### src/hw/rtl/scb_rd_pkg.sv
`timescale 1ns / 1ps

package scb_rd_pkg;

    typedef enum logic [1:0] {
        PH_CTRL = 2'd0,
        PH_DUP  = 2'd1,
        PH_COPY = 2'd2,
        PH_SKIP = 2'd3
    } t_phase;

    typedef enum logic [2:0] {
        KIND_DATA     = 3'd0,
        KIND_DONE     = 3'd1,
        KIND_ABORT    = 3'd2,
        KIND_OVERFLOW = 3'd3,
        KIND_NO_END   = 3'd4
    } t_kind;

    typedef enum logic [1:0] {
        S_IDLE = 2'd0,
        S_RUN  = 2'd1,
        S_STAT = 2'd2
    } t_ctrl_state;

    typedef struct packed {
        logic load;
        logic push_data;
        logic push_stat;
    } t_cmd;

    typedef struct packed {
        logic slot_free;
        logic run_zero;
        logic run_one;
        logic has_stat;
    } t_sts;

    localparam logic [3:0] NIB_END     = 4'h0;
    localparam logic [3:0] NIB_ABORT   = 4'h4;
    localparam logic [3:0] NIB_BLANK_A = 4'h8;
    localparam logic [3:0] NIB_BLANK_B = 4'h9;
    localparam logic [3:0] NIB_REP_A   = 4'hA;
    localparam logic [3:0] NIB_REP_B   = 4'hB;
    localparam logic [3:0] NIB_LIT_A   = 4'hC;
    localparam logic [3:0] NIB_LIT_B   = 4'hD;
    localparam logic [3:0] NIB_LIT_C   = 4'hE;
    localparam logic [3:0] NIB_LIT_D   = 4'hF;

    localparam logic [7:0]  EBCDIC_BLANK  = 8'h40;
    localparam logic [16:0] LEN_MAX       = 17'h1FFFF;
    localparam logic [15:0] CONS_MAX      = 16'hFFFF;
    localparam logic [15:0] OUT_LIMIT_RST = 16'd256;

    localparam logic REG_OUT_LIMIT = 1'b0;

endpackage

### src/hw/rtl/scb_record_decompressor_top.sv
`timescale 1ns / 1ps

// SCB record decompressor.
// Input channel (i_in_valid/o_in_ready) takes one compressed byte per transfer,
// with i_in_last marking the last byte available. Output channel
// (o_out_valid/i_out_ready) gives one result per transfer: a decoded byte
// (kind 0) or a record status (kinds 1 to 4); o_run_end marks the last result
// of an input byte. The out_limit register sits at APB address 0.
// One byte is worked on at a time: it is taken and decoded, then its results
// are given one by one, a status result after any decoded bytes, and only then
// is the next byte taken. The pace is set by the single output register, which
// takes one result per cycle when it is empty or the receiver takes its result.
// The last result of a byte sits in the output register while the next byte is
// taken. When the receiver stalls, the output register holds and the run
// counter waits. Reset clears the record state, drops any held result and sets
// out_limit to 256.
module scb_record_decompressor_top
    import scb_rd_pkg::*;
(
    input  logic        i_clk,
    input  logic        i_rst_n,
    input  logic        psel,
    input  logic        penable,
    input  logic        pwrite,
    input  logic [2:0]  paddr,
    input  logic [31:0] pwdata,
    output logic [31:0] prdata,
    output logic        pready,
    input  logic        i_in_valid,
    output logic        o_in_ready,
    input  logic [7:0]  i_in_byte,
    input  logic        i_in_last,
    output logic        o_out_valid,
    input  logic        i_out_ready,
    output logic [7:0]  o_out_byte,
    output logic [2:0]  o_kind,
    output logic        o_run_end,
    output logic [15:0] o_rec_length,
    output logic [15:0] o_consumed
);

    logic [15:0] r_out_limit;
    t_cmd        w_cmd;
    t_sts        w_sts;
    t_kind       w_kind;

    always_ff @(posedge i_clk) begin
        if (!i_rst_n) begin
            r_out_limit <= OUT_LIMIT_RST;
        end else if (psel && penable && pwrite && pready && (paddr[2] == REG_OUT_LIMIT)) begin
            r_out_limit <= pwdata[15:0];
        end
    end

    assign pready = 1'b1;
    assign prdata = (paddr[2] == REG_OUT_LIMIT) ? {16'd0, r_out_limit} : 32'd0;

    scb_rd_ctrl u_ctrl (
        .i_clk      (i_clk),
        .i_rst_n    (i_rst_n),
        .i_in_valid (i_in_valid),
        .o_in_ready (o_in_ready),
        .i_sts      (w_sts),
        .o_cmd      (w_cmd)
    );

    scb_rd_datapath u_datapath (
        .i_clk        (i_clk),
        .i_rst_n      (i_rst_n),
        .i_cmd        (w_cmd),
        .o_sts        (w_sts),
        .i_out_limit  (r_out_limit),
        .i_in_byte    (i_in_byte),
        .i_in_last    (i_in_last),
        .i_out_ready  (i_out_ready),
        .o_out_valid  (o_out_valid),
        .o_out_byte   (o_out_byte),
        .o_kind       (w_kind),
        .o_run_end    (o_run_end),
        .o_rec_length (o_rec_length),
        .o_consumed   (o_consumed)
    );

    assign o_kind = w_kind;

endmodule

### src/hw/rtl/scb_rd_ctrl.sv
`timescale 1ns / 1ps

module scb_rd_ctrl
    import scb_rd_pkg::*;
(
    input  logic i_clk,
    input  logic i_rst_n,
    input  logic i_in_valid,
    output logic o_in_ready,
    input  t_sts i_sts,
    output t_cmd o_cmd
);

    t_ctrl_state r_state;
    t_ctrl_state n_state;

    always_ff @(posedge i_clk) begin
        if (!i_rst_n) begin
            r_state <= S_IDLE;
        end else begin
            r_state <= n_state;
        end
    end

    always_comb begin
        n_state    = r_state;
        o_cmd      = '0;
        o_in_ready = 1'b0;
        unique case (r_state)
            S_IDLE: begin
                o_in_ready = 1'b1;
                if (i_in_valid) begin
                    o_cmd.load = 1'b1;
                    n_state    = S_RUN;
                end
            end
            S_RUN: begin
                if (i_sts.run_zero) begin
                    n_state = i_sts.has_stat ? S_STAT : S_IDLE;
                end else if (i_sts.slot_free) begin
                    o_cmd.push_data = 1'b1;
                    if (i_sts.run_one) begin
                        n_state = i_sts.has_stat ? S_STAT : S_IDLE;
                    end
                end
            end
            S_STAT: begin
                if (i_sts.slot_free) begin
                    o_cmd.push_stat = 1'b1;
                    n_state         = S_IDLE;
                end
            end
            default: begin
                n_state = S_IDLE;
            end
        endcase
    end

endmodule

### src/hw/rtl/scb_rd_datapath.sv
`timescale 1ns / 1ps

module scb_rd_datapath
    import scb_rd_pkg::*;
(
    input  logic        i_clk,
    input  logic        i_rst_n,
    input  t_cmd        i_cmd,
    output t_sts        o_sts,
    input  logic [15:0] i_out_limit,
    input  logic [7:0]  i_in_byte,
    input  logic        i_in_last,
    input  logic        i_out_ready,
    output logic        o_out_valid,
    output logic [7:0]  o_out_byte,
    output t_kind       o_kind,
    output logic        o_run_end,
    output logic [15:0] o_rec_length,
    output logic [15:0] o_consumed
);

    t_phase      r_phase;
    t_phase      n_phase;
    logic [5:0]  r_copy_left;
    logic [5:0]  n_copy_left;
    logic [4:0]  r_dup_count;
    logic [4:0]  n_dup_count;
    logic        r_ovf;
    logic        n_ovf;
    logic [16:0] r_len;
    logic [16:0] n_len;
    logic [15:0] r_cons;
    logic [15:0] n_cons;

    logic [4:0]  r_run_cnt;
    logic [4:0]  n_run_cnt;
    logic [7:0]  r_run_byte;
    logic [7:0]  n_run_byte;
    logic        r_has_stat;
    logic        n_has_stat;
    t_kind       r_stat_kind;
    t_kind       n_stat_kind;
    logic [15:0] r_stat_len;
    logic [15:0] n_stat_len;
    logic [15:0] r_stat_cons;
    logic [15:0] n_stat_cons;

    logic        r_out_valid;
    logic        n_out_valid;
    logic [7:0]  r_out_byte;
    logic [7:0]  n_out_byte;
    t_kind       r_out_kind;
    t_kind       n_out_kind;
    logic        r_out_run_end;
    logic        n_out_run_end;
    logic [15:0] r_out_len;
    logic [15:0] n_out_len;
    logic [15:0] r_out_cons;
    logic [15:0] n_out_cons;

    logic [3:0]  w_hi;
    logic [5:0]  w_cnt;
    logic [17:0] w_sum;
    logic [16:0] w_len_sat;
    logic        w_drop;
    logic [15:0] w_cons_inc;
    logic [5:0]  w_copy_dec;
    logic        w_closed;

    assign w_hi       = i_in_byte[7:4];
    assign w_cnt      = (w_hi >= NIB_LIT_A) ? i_in_byte[5:0] : {1'b0, i_in_byte[4:0]};
    assign w_sum      = {1'b0, r_len} + {12'd0, w_cnt};
    assign w_len_sat  = (w_sum > {1'b0, LEN_MAX}) ? LEN_MAX : w_sum[16:0];
    assign w_drop     = w_len_sat > {1'b0, i_out_limit};
    assign w_cons_inc = (r_cons == CONS_MAX) ? r_cons : r_cons + 16'd1;
    assign w_copy_dec = r_copy_left - 6'd1;

    always_comb begin
        n_phase     = r_phase;
        n_copy_left = r_copy_left;
        n_dup_count = r_dup_count;
        n_ovf       = r_ovf;
        n_len       = r_len;
        n_cons      = r_cons;
        n_run_cnt   = r_run_cnt;
        n_run_byte  = r_run_byte;
        n_has_stat  = r_has_stat;
        n_stat_kind = r_stat_kind;
        n_stat_len  = r_stat_len;
        n_stat_cons = r_stat_cons;
        w_closed    = 1'b0;

        if (i_cmd.load) begin
            n_cons      = w_cons_inc;
            n_run_cnt   = 5'd0;
            n_run_byte  = i_in_byte;
            n_has_stat  = 1'b0;
            n_stat_cons = w_cons_inc;
            n_stat_len  = 16'd0;
            unique case (r_phase)
                PH_CTRL: begin
                    unique case (w_hi) inside
                        NIB_END: begin
                            w_closed    = 1'b1;
                            n_has_stat  = 1'b1;
                            n_stat_kind = r_ovf ? KIND_OVERFLOW : KIND_DONE;
                            n_stat_len  = r_ovf ? 16'd0 : r_len[15:0];
                        end
                        NIB_ABORT: begin
                            w_closed    = 1'b1;
                            n_has_stat  = 1'b1;
                            n_stat_kind = KIND_ABORT;
                        end
                        NIB_BLANK_A, NIB_BLANK_B: begin
                            n_len      = w_len_sat;
                            n_ovf      = r_ovf | w_drop;
                            n_run_byte = EBCDIC_BLANK;
                            n_run_cnt  = w_drop ? 5'd0 : w_cnt[4:0];
                        end
                        NIB_REP_A, NIB_REP_B: begin
                            n_len       = w_len_sat;
                            n_ovf       = r_ovf | w_drop;
                            n_dup_count = w_drop ? 5'd0 : w_cnt[4:0];
                            n_phase     = PH_DUP;
                        end
                        NIB_LIT_A, NIB_LIT_B, NIB_LIT_C, NIB_LIT_D: begin
                            n_len = w_len_sat;
                            n_ovf = r_ovf | w_drop;
                            if (w_cnt != 6'd0) begin
                                n_copy_left = w_cnt;
                                n_phase     = w_drop ? PH_SKIP : PH_COPY;
                            end
                        end
                        default: begin
                        end
                    endcase
                end
                PH_DUP: begin
                    n_run_cnt   = r_dup_count;
                    n_dup_count = 5'd0;
                    n_phase     = PH_CTRL;
                end
                PH_COPY: begin
                    n_run_cnt   = 5'd1;
                    n_copy_left = w_copy_dec;
                    if (w_copy_dec == 6'd0) begin
                        n_phase = PH_CTRL;
                    end
                end
                PH_SKIP: begin
                    n_copy_left = w_copy_dec;
                    if (w_copy_dec == 6'd0) begin
                        n_phase = PH_CTRL;
                    end
                end
                default: begin
                end
            endcase

            if (i_in_last && !w_closed) begin
                w_closed    = 1'b1;
                n_has_stat  = 1'b1;
                n_stat_kind = KIND_NO_END;
                n_stat_len  = 16'd0;
            end

            if (w_closed) begin
                n_phase     = PH_CTRL;
                n_copy_left = 6'd0;
                n_dup_count = 5'd0;
                n_ovf       = 1'b0;
                n_len       = 17'd0;
                n_cons      = 16'd0;
            end
        end

        if (i_cmd.push_data) begin
            n_run_cnt = r_run_cnt - 5'd1;
        end
        if (i_cmd.push_stat) begin
            n_has_stat = 1'b0;
        end
    end

    always_comb begin
        n_out_valid   = r_out_valid;
        n_out_byte    = r_out_byte;
        n_out_kind    = r_out_kind;
        n_out_run_end = r_out_run_end;
        n_out_len     = r_out_len;
        n_out_cons    = r_out_cons;
        if (i_cmd.push_data) begin
            n_out_valid   = 1'b1;
            n_out_byte    = r_run_byte;
            n_out_kind    = KIND_DATA;
            n_out_run_end = (r_run_cnt == 5'd1) && !r_has_stat;
            n_out_len     = 16'd0;
            n_out_cons    = 16'd0;
        end else if (i_cmd.push_stat) begin
            n_out_valid   = 1'b1;
            n_out_byte    = 8'd0;
            n_out_kind    = r_stat_kind;
            n_out_run_end = 1'b1;
            n_out_len     = r_stat_len;
            n_out_cons    = r_stat_cons;
        end else if (i_out_ready) begin
            n_out_valid = 1'b0;
        end
    end

    always_ff @(posedge i_clk) begin
        if (!i_rst_n) begin
            r_phase     <= PH_CTRL;
            r_copy_left <= 6'd0;
            r_dup_count <= 5'd0;
            r_ovf       <= 1'b0;
            r_len       <= 17'd0;
            r_cons      <= 16'd0;
            r_run_cnt   <= 5'd0;
            r_has_stat  <= 1'b0;
            r_out_valid <= 1'b0;
        end else begin
            r_phase     <= n_phase;
            r_copy_left <= n_copy_left;
            r_dup_count <= n_dup_count;
            r_ovf       <= n_ovf;
            r_len       <= n_len;
            r_cons      <= n_cons;
            r_run_cnt   <= n_run_cnt;
            r_has_stat  <= n_has_stat;
            r_out_valid <= n_out_valid;
        end
    end

    always_ff @(posedge i_clk) begin
        r_run_byte    <= n_run_byte;
        r_stat_kind   <= n_stat_kind;
        r_stat_len    <= n_stat_len;
        r_stat_cons   <= n_stat_cons;
        r_out_byte    <= n_out_byte;
        r_out_kind    <= n_out_kind;
        r_out_run_end <= n_out_run_end;
        r_out_len     <= n_out_len;
        r_out_cons    <= n_out_cons;
    end

    assign o_sts.slot_free = !r_out_valid || i_out_ready;
    assign o_sts.run_zero  = (r_run_cnt == 5'd0);
    assign o_sts.run_one   = (r_run_cnt == 5'd1);
    assign o_sts.has_stat  = r_has_stat;

    assign o_out_valid  = r_out_valid;
    assign o_out_byte   = r_out_byte;
    assign o_kind       = r_out_kind;
    assign o_run_end    = r_out_run_end;
    assign o_rec_length = r_out_len;
    assign o_consumed   = r_out_cons;

endmodule

### config.mk
export PLATFORM = sky130hd
export DESIGN_NAME = scb_record_decompressor_top
export DESIGN_NICKNAME = d
export VERILOG_FILES = /design/src/hw/rtl/scb_rd_pkg.sv /design/src/hw/rtl/scb_record_decompressor_top.sv /design/src/hw/rtl/scb_rd_ctrl.sv /design/src/hw/rtl/scb_rd_datapath.sv
export SDC_FILE = /design/constraint.sdc
export NUM_CORES = 1
export LEC_CHECK = 0
export BUFFER_PORTS_ARGS = -buffer_cell sky130_fd_sc_hd__buf_2
export CAP_MARGIN = 30
export CORE_ASPECT_RATIO = 1.75
export CORE_MARGIN = 8
export CORE_UTILIZATION = 47
export DETAILED_ROUTE_END_ITERATION = 10
export PLACE_DENSITY = 0.75
export SYNTH_ARGS = -nofsm -noshare
export SYNTH_HDL_FRONTEND = slang
export SYNTH_SLANG_ARGS = --single-unit
### constraint.sdc
create_clock -name i_clk -period 5.8 [get_ports i_clk]
set_input_delay 0.58 -clock i_clk [delete_from_list [all_inputs] [get_ports i_clk]]
set_output_delay 0.58 -clock i_clk [all_outputs]
set_load 0.03 [all_outputs]
=== Word-level counts from Yosys, hierarchy flattened ===
Index checks and enable logic that the tools add are counted.

* Bits in registers: 159
* Bits in latches: 0
* Memory bits (writable): 0
* Bits in read-only memories: 0
* Input port bits: 51
* Output and inout bits: 79
* Word-level logic and storage cells: 157
* Memories kept: 0

* Add/subtract/negate cells: 4
* Multiply operators: 0
* Div/mod/pow operators: 0
* $lt $le $gt $ge: 3
* Equality and inequality tests: 26
* Shift-type cells: 0
* Mux-type cells: 61
* Bitwise gates (word level): 5
* Reduce and logical (&&, ||, !) cells: 38

{| class="wikitable"
|+ Operator list
! cell !! number
|-
| two-way mux 17 bit || 4
|-
| two-way mux 16 bit || 3
|-
| equality test 4 bit, second input constant || 8
|-
| two-way mux 8 bit || 4
|-
| two-way mux 5 bit || 6
|-
| two-way mux 6 bit || 4
|-
| two-way mux 1 bit || 22
|-
| two-way mux 2 bit || 10
|-
| adder 17 x 6 -> 18 bit || 1
|-
| > comparator 18 x 17 -> 1 bit, second input constant || 1
|-
| > comparator 17 x 16 -> 1 bit || 1
|-
| adder 16 x 1 -> 16 bit, second input constant || 1
|-
| equality test 16 bit, second input constant || 1
|-
| case mux 5 bit (3 select lines) || 1
|-
| inequality test 3 x 1 -> 1 bit, second input constant || 4
|-
| case mux 2 bit (3 select lines) || 2
|-
| case mux 6 bit (2 select lines) || 1
|-
| AND reduction 4 bit || 3
|-
| nonzero test 3 bit || 4
|-
| case mux 5 bit (2 select lines) || 1
|-
| nonzero test 2 bit || 5
|-
| OR reduction 2 bit || 5
|-
| AND reduction 3 bit || 3
|-
| OR reduction 4 bit || 2
|-
| other kinds (26) || 40
|}

=== Depth between registers and ports, before layout ===
* Word-level depth: 11
* Mapped depth: 18
* Depth with buffers taken out: 18

=== Modules after synthesis ===
A second synthesis with hierarchy kept.

* Cell total of the unflattened synthesis: 877
* Area, all modules: 8290.5 um^2

{| class="wikitable"
|+ Modules (own cells, without submodules)
! module !! instances !! cells each !! area each (um^2) !! sequential area each (um^2)
|-
| scb_rd_datapath || 1 || 757 || 7254.5 || 3343.2
|-
| scb_record_decompressor_top || 1 || 106 || 912.1 || 320.3
|-
| scb_rd_ctrl || 1 || 14 || 123.9 || 40.0
|}

=== Least setup slack after synthesis ===
No wires, ideal clock.

* Kind: input port to flip-flop
* Start: in i_in_byte[0]
* End: reg u_datapath.r_dup_count[0]
* Setup time: 0.060 ns
* Data arrival time: 3.659 ns
* Required time: 5.740 ns
* Path slack: 2.082 ns
* Cell stages on the path: 16
* Path buffers: 0
* Cells stage by stage: ha_1 > inv_1 > fa_1 > nor2b_4 > o31a_1 > o22a_1 > a21oi_1 > xor2_1 > nand2_1 > ha_1 > a211oi_1 > nor2_1 > o41ai_1 > a31oi_1 > nor4_4 > a22o_1

* Cells in the longest elaborated chain, start to end: 9

{| class="wikitable"
|+ Ends and longest elaborated chain
! what !! line !! source
|-
| from (decl) || scb_record_decompressor_top.sv:31 || <nowiki>input logic [7:0] i_in_byte,</nowiki>
|-
| two-way mux 6 bit (*) || scb_rd_datapath.sv:71 || <nowiki>assign w_cnt = (w_hi >= NIB_LIT_A) ? i_in_byte[5:0] : {1'b0, i_in_byte[4:0]};</nowiki>
|-
| adder 17 x 6 -> 18 bit || scb_rd_datapath.sv:72 || <nowiki>assign w_sum = {1'b0, r_len} + {12'd0, w_cnt};</nowiki>
|-
| > comparator 18 x 17 -> 1 bit || scb_rd_datapath.sv:73 || <nowiki>assign w_len_sat = (w_sum > {1'b0, LEN_MAX}) ? LEN_MAX : w_sum[16:0];</nowiki>
|-
| two-way mux 17 bit || scb_rd_datapath.sv:73 ||
|-
| > comparator 17 x 16 -> 1 bit || scb_rd_datapath.sv:74 || <nowiki>assign w_drop = w_len_sat > {1'b0, i_out_limit};</nowiki>
|-
| two-way mux 5 bit (*) || scb_rd_datapath.sv:123 || <nowiki>n_dup_count = w_drop ? 5'd0 : w_cnt[4:0];</nowiki>
|-
| two-way mux 5 bit (*) || scb_rd_datapath.sv:102 || <nowiki>unique case (w_hi) inside</nowiki>
|-
| case mux 5 bit (2 select lines) (*) || scb_rd_datapath.sv:100 || <nowiki>unique case (r_phase)</nowiki>
|-
| two-way mux 5 bit (*) || scb_rd_datapath.sv:167 || <nowiki>if (w_closed) begin</nowiki>
|-
| to (signal assigned) || scb_rd_datapath.sv:225 || <nowiki>r_dup_count <= n_dup_count;</nowiki>
|-
| to (decl) || scb_rd_datapath.sv:26 || <nowiki>logic [4:0] r_dup_count;</nowiki>
|}

Mark *: on every way between the ends. The rest lies on a longest branch, timed or not. The select of a mux whose other input is x is not followed.
A chain may end at the register's enable or synchronous reset.

=== Worst setup path after layout ===
* Start: in i_in_byte[0]
* End: reg u_datapath.r_run_cnt[0]

* Cells in the longest elaborated chain, start to end: 10

{| class="wikitable"
|+ Ends and longest elaborated chain
! what !! line !! source
|-
| two-way mux 6 bit (*) || scb_rd_datapath.sv:71 ||
|-
| adder 17 x 6 -> 18 bit || scb_rd_datapath.sv:72 ||
|-
| > comparator 18 x 17 -> 1 bit || scb_rd_datapath.sv:73 ||
|-
| two-way mux 17 bit || scb_rd_datapath.sv:73 ||
|-
| > comparator 17 x 16 -> 1 bit || scb_rd_datapath.sv:74 ||
|-
| two-way mux 5 bit (*) || scb_rd_datapath.sv:118 || <nowiki>n_run_cnt = w_drop ? 5'd0 : w_cnt[4:0];</nowiki>
|-
| two-way mux 5 bit (*) || scb_rd_datapath.sv:102 ||
|-
| case mux 5 bit (3 select lines) (*) || scb_rd_datapath.sv:100 ||
|-
| two-way mux 5 bit (*) || scb_rd_datapath.sv:93 || <nowiki>if (i_cmd.load) begin</nowiki>
|-
| two-way mux 5 bit (*) || scb_rd_datapath.sv:177 || <nowiki>if (i_cmd.push_data) begin</nowiki>
|-
| to (signal assigned) || scb_rd_datapath.sv:229 || <nowiki>r_run_cnt <= n_run_cnt;</nowiki>
|-
| to (decl) || scb_rd_datapath.sv:35 || <nowiki>logic [4:0] r_run_cnt;</nowiki>
|}

Marks and branches as above.

==> impl_metrics.tcl <==
set metrics [dict create \
    status "finished clean" \
    endpoint_kind "flip-flop" \
    area.growth.synth_to_final_pct 14.7 \
    post-route-util 0.548 \
    fmax_ghz 0.243 \
    cts_buffer_depth 2 \
    pwr-share-seq 0.455 \
    crit_required_ps 6110 \
    clock-root-buffer "clkbuf_16" \
    post_drt_wl_per_cell_um 16.1 \
    cts_buffers 17 \
    slowest_stage "a31oi_1" \
    gp_congestion 0.892 \
    grtUsageTotal 0.177 \
    clkPwrFrac 0.397 \
    grt_max_degree 57 \
    swShare 0.284 \
    synth_compound_area_frac 0.175 \
    post-route-cell-area_um2 8930 \
    cts_max_level 4 \
    pwr-share-comb 0.147 \
    synthAdderAreaFrac 0.0444 \
    clk_pin_slew_ps 70 \
    yosysSeqAreaShare 0.476 \
    switching_power_w 0.000791 \
    startpoint_type "primary input" \
    period_share 0.709 \
    reg2reg_setup_slack_ps 1710 \
    tightestPinTransition_ps 864 \
    hold_start "pwdata[9]" \
    clkSinkCount 159 \
    path_cells "buf_2 > ha_1 > inv_1 > fa_1 > nor2b_4 > o31a_1 > o22a_1 > a21oi_1 > nor2_1 > nor2_1 > o21ai_0 > ha_1 > a211oi_1 > o21ai_0 > o211ai_1 > a31oi_1 > nor2_2 > a41o_1" \
    finalNetCount 1035 \
    holdPathStages 3 \
    fillerInstances 1484 \
    yosys.area_share.simple 0.222 \
    synth_area_um2 7790 \
    yosys.cell_types.count 70 \
    skew_ps 8.48 \
    synthXorXnorAreaFrac 0.0225 \
    post_cts_buffers 0 \
    slew_violations 0 \
    vias_per_cell 5.58 \
    coreArea_um2 16300 \
    die_w_um 113 \
    cp.arrival_ps 4420 \
    synth_top_family_by_area "simple AND/OR/NAND/NOR gates" \
    synth-main-ff-cell "dfxtp_1" \
    async_flop_share 0 \
    rsz0062_at_grt "no" \
    holdWs_ps 392 \
    finalCriticalPeriod_ps 4110 \
    antenna_found_initial 0 \
    cp_top_family "compound AO/OA/AOI/OAI gates" \
    antenna_cells 0 \
    yosysWarningCount 0 \
    die_height_um 186 \
    criticalPathCategory "primary input to flip-flop" \
    p_leak_nw 3.58 \
    ant_nets 0 \
    max_stage_delay_ps 730 \
    setup_viol 0 \
    synth_edf_count 52 \
    hpwl_um 13500 \
    drt_iter0_drc 441 \
    start_util 0.478 \
    timing.rr.start "u_datapath.r_len[0]" \
    vias 6479 \
    grt-ovfl-total 0 \
    drt_first_pass_iters 4 \
    worst-path-buf-inv 2 \
    wirelength_um 18700 \
    final_layout_size_suffix_gt1_frac 0.165 \
    dp.cells 1130 \
    reg2reg_depth 17 \
    cts_resized 0 \
    first_global_vias 6357 \
    reg2reg_to "u_datapath.r_run_cnt[0]" \
    cts_tree "built" \
    ys_ff_latch 159 \
    placementRows 62 \
    cap_violations 0 \
    clk_latency_ps 420 \
    power.internal_w 0.00199 \
    boundaryPins 130 \
    numPortBuffers 94 \
    synthCells 876 \
    setup-tns-final_ps 0 \
    placed_area_um2 8350 \
    ir_worst_vdd_v 0.000197 \
    drc_errors 0 \
    synth.area.mux_share 0.00707 \
    holdBufCountCts 0 \
    grt_first_pass_wirelength_um 30000 \
    syn-mean-instance-area_um2 8.89 \
    powerDensity_nw_per_um2 312 \
    worst_hold_path_type "primary input to flip-flop" \
    hold_violations 0 \
    max_slew_margin 0.422 \
    die_area_um2 21100 \
    cp_max_fo 7 \
    worst_hold_path.endpoint "r_out_limit[9]" \
    final_cells 1162 \
]
power by group through the flow:
stage	Sequential, W	Combinational, W	Clock [W]
6_report	0.00127	0.000410	0.00111
5_1_grt	0.00128	0.000448	0.00118
4_1_cts	0.00127	0.000412	0.00112
3_5_place_dp	0.00129	0.000410	0
3_3_place_gp	0.00129	0.000403	0
2_1_floorplan	0.00138	0.000207	0
kinds of logic (layout without fill, tap and decap cells):
| family | Yosys count | count (layout) |
|---|---|---|
| xor+xnor | 20 | 20 |
| fa+ha+maj | 27 | 27 |
| other cells | 2 | 17 |
| simple gates | 363 | 363 |
| flops | 159 | 159 |
| buf+inv | 89 | 168 |
| mux | 5 | 5 |
| compound gates | 211 | 211 |
layer usage:
| metal | wire length [um] | global-route usage | vias to the layer above |
|---|---|---|---|
| li1 | - | - | 3224 |
| met1 | 7250 | 0.177 | 3004 |
| met2 | 9780 | 0.330 | 202 |
| met3 | 1000 | 0.0385 | 49 |
| met4 | 702 | 0.102 | 0 |
| met5 | 0 | 0 | - |
worst max-delay path by stage:
stage                             start                         to  slack [ps]  cells after the start
floorplan                  i_in_byte[0]  u_datapath.r_dup_count[0]        2080                     16
global placement           i_in_byte[0]    u_datapath.r_run_cnt[0]        1340                     18
detailed placement         i_in_byte[0]    u_datapath.r_run_cnt[0]        1310                     18
CTS                 u_datapath.r_len[0]    u_datapath.r_run_cnt[0]        1730                     17
global route        u_datapath.r_len[0]  u_datapath.r_dup_count[0]        1460                     16
finish                     i_in_byte[0]    u_datapath.r_run_cnt[0]        1690                     18
cells in the mapped netlist (12+ instances only):
master	n	share of area
a21oi_1	93	0.060
a22oi_1	13	0.013
and2_1	27	0.022
and3_1	12	0.0096
buf_4	19	0.018
clkbuf_1	35	0.017
dfxtp_1	107	0.28
edfxtp_1	52	0.20
ha_1	26	0.042
inv_1	30	0.014
nand2_1	143	0.069
nand3_1	17	0.011
nor2_1	83	0.040
nor2b_1	18	0.014
nor3_1	17	0.011
o21ai_0	25	0.016
cells in the final DEF (no fill, tap or decap), types with 9 or more instances in the layout:
| cell | netlist | final |
|---|---|---|
| clkbuf_16 | 0 | 17 |
| and3_1 | 12 | 12 |
| inv_1 | 30 | 30 |
| edfxtp_1 | 52 | 52 |
| and2_1 | 27 | 27 |
| nor2b_1 | 18 | 18 |
| xnor2_1 | 11 | 11 |
| nor3_1 | 17 | 17 |
| a22oi_1 | 13 | 13 |
| nand3_1 | 17 | 17 |
| buf_2 | 3 | 95 |
| o21ai_0 | 25 | 25 |
| xor2_1 | 9 | 9 |
| ha_1 | 26 | 26 |
| dfxtp_1 | 107 | 107 |
| conb_1 | 2 | 17 |
| a31oi_1 | 11 | 11 |
| a21oi_1 | 93 | 93 |
| buf_4 | 19 | 9 |
| nand2_1 | 143 | 143 |
| nor2_1 | 83 | 83 |
through the flow:
| stage | power [W] | setup slack [ps] |
|---|---|---|
| 6_report | 0.00278 | 1690 |
| 5_1_grt | 0.00290 | 1460 |
| 4_1_cts | 0.00280 | 1730 |
| 3_3_place_gp | 0.00169 | 1340 |
| 3_5_place_dp | 0.00170 | 1310 |
| 2_1_floorplan | 0.00158 | 2080 |
worst min-delay path, delay by kind of cell:
family	cells	cell delay, ps
AND/OR/NAND/NOR	1	40
AO/OA/AOI/OAI	1	50
buffers and inverters	1	90
registers in the layout (all words and copies together), names as in the netlist, 3 cells and up:
name	count
u_datapath.r_len	17
u_datapath.r_run_cnt	5
u_datapath.r_stat_kind	3
u_datapath.r_stat_cons	16
r_out_limit	16
u_datapath.r_copy_left	6
u_datapath.r_stat_len	16
u_datapath.r_dup_count	5
u_datapath.r_run_byte	8
u_datapath.o_rec_length	16
u_datapath.o_kind	3
u_datapath.o_consumed	16
u_datapath.o_out_byte	8
u_datapath.r_cons	16
area by class of cell:
| class | instances | area (um^2) | area share |
|---|---|---|---|
| clock buffers | 18 | 429 | 0.0480 |
| multi-input cells | 643 | 3740 | 0.419 |
| clock inverters | 14 | 155 | 0.0174 |
| repair buffers | 104 | 543 | 0.0608 |
| well taps | 192 | 240 | 0.0269 |
| flip-flops and latches | 159 | 3700 | 0.415 |
| inverters | 32 | 120 | 0.0134 |
(Power assumes the default switching activity.)
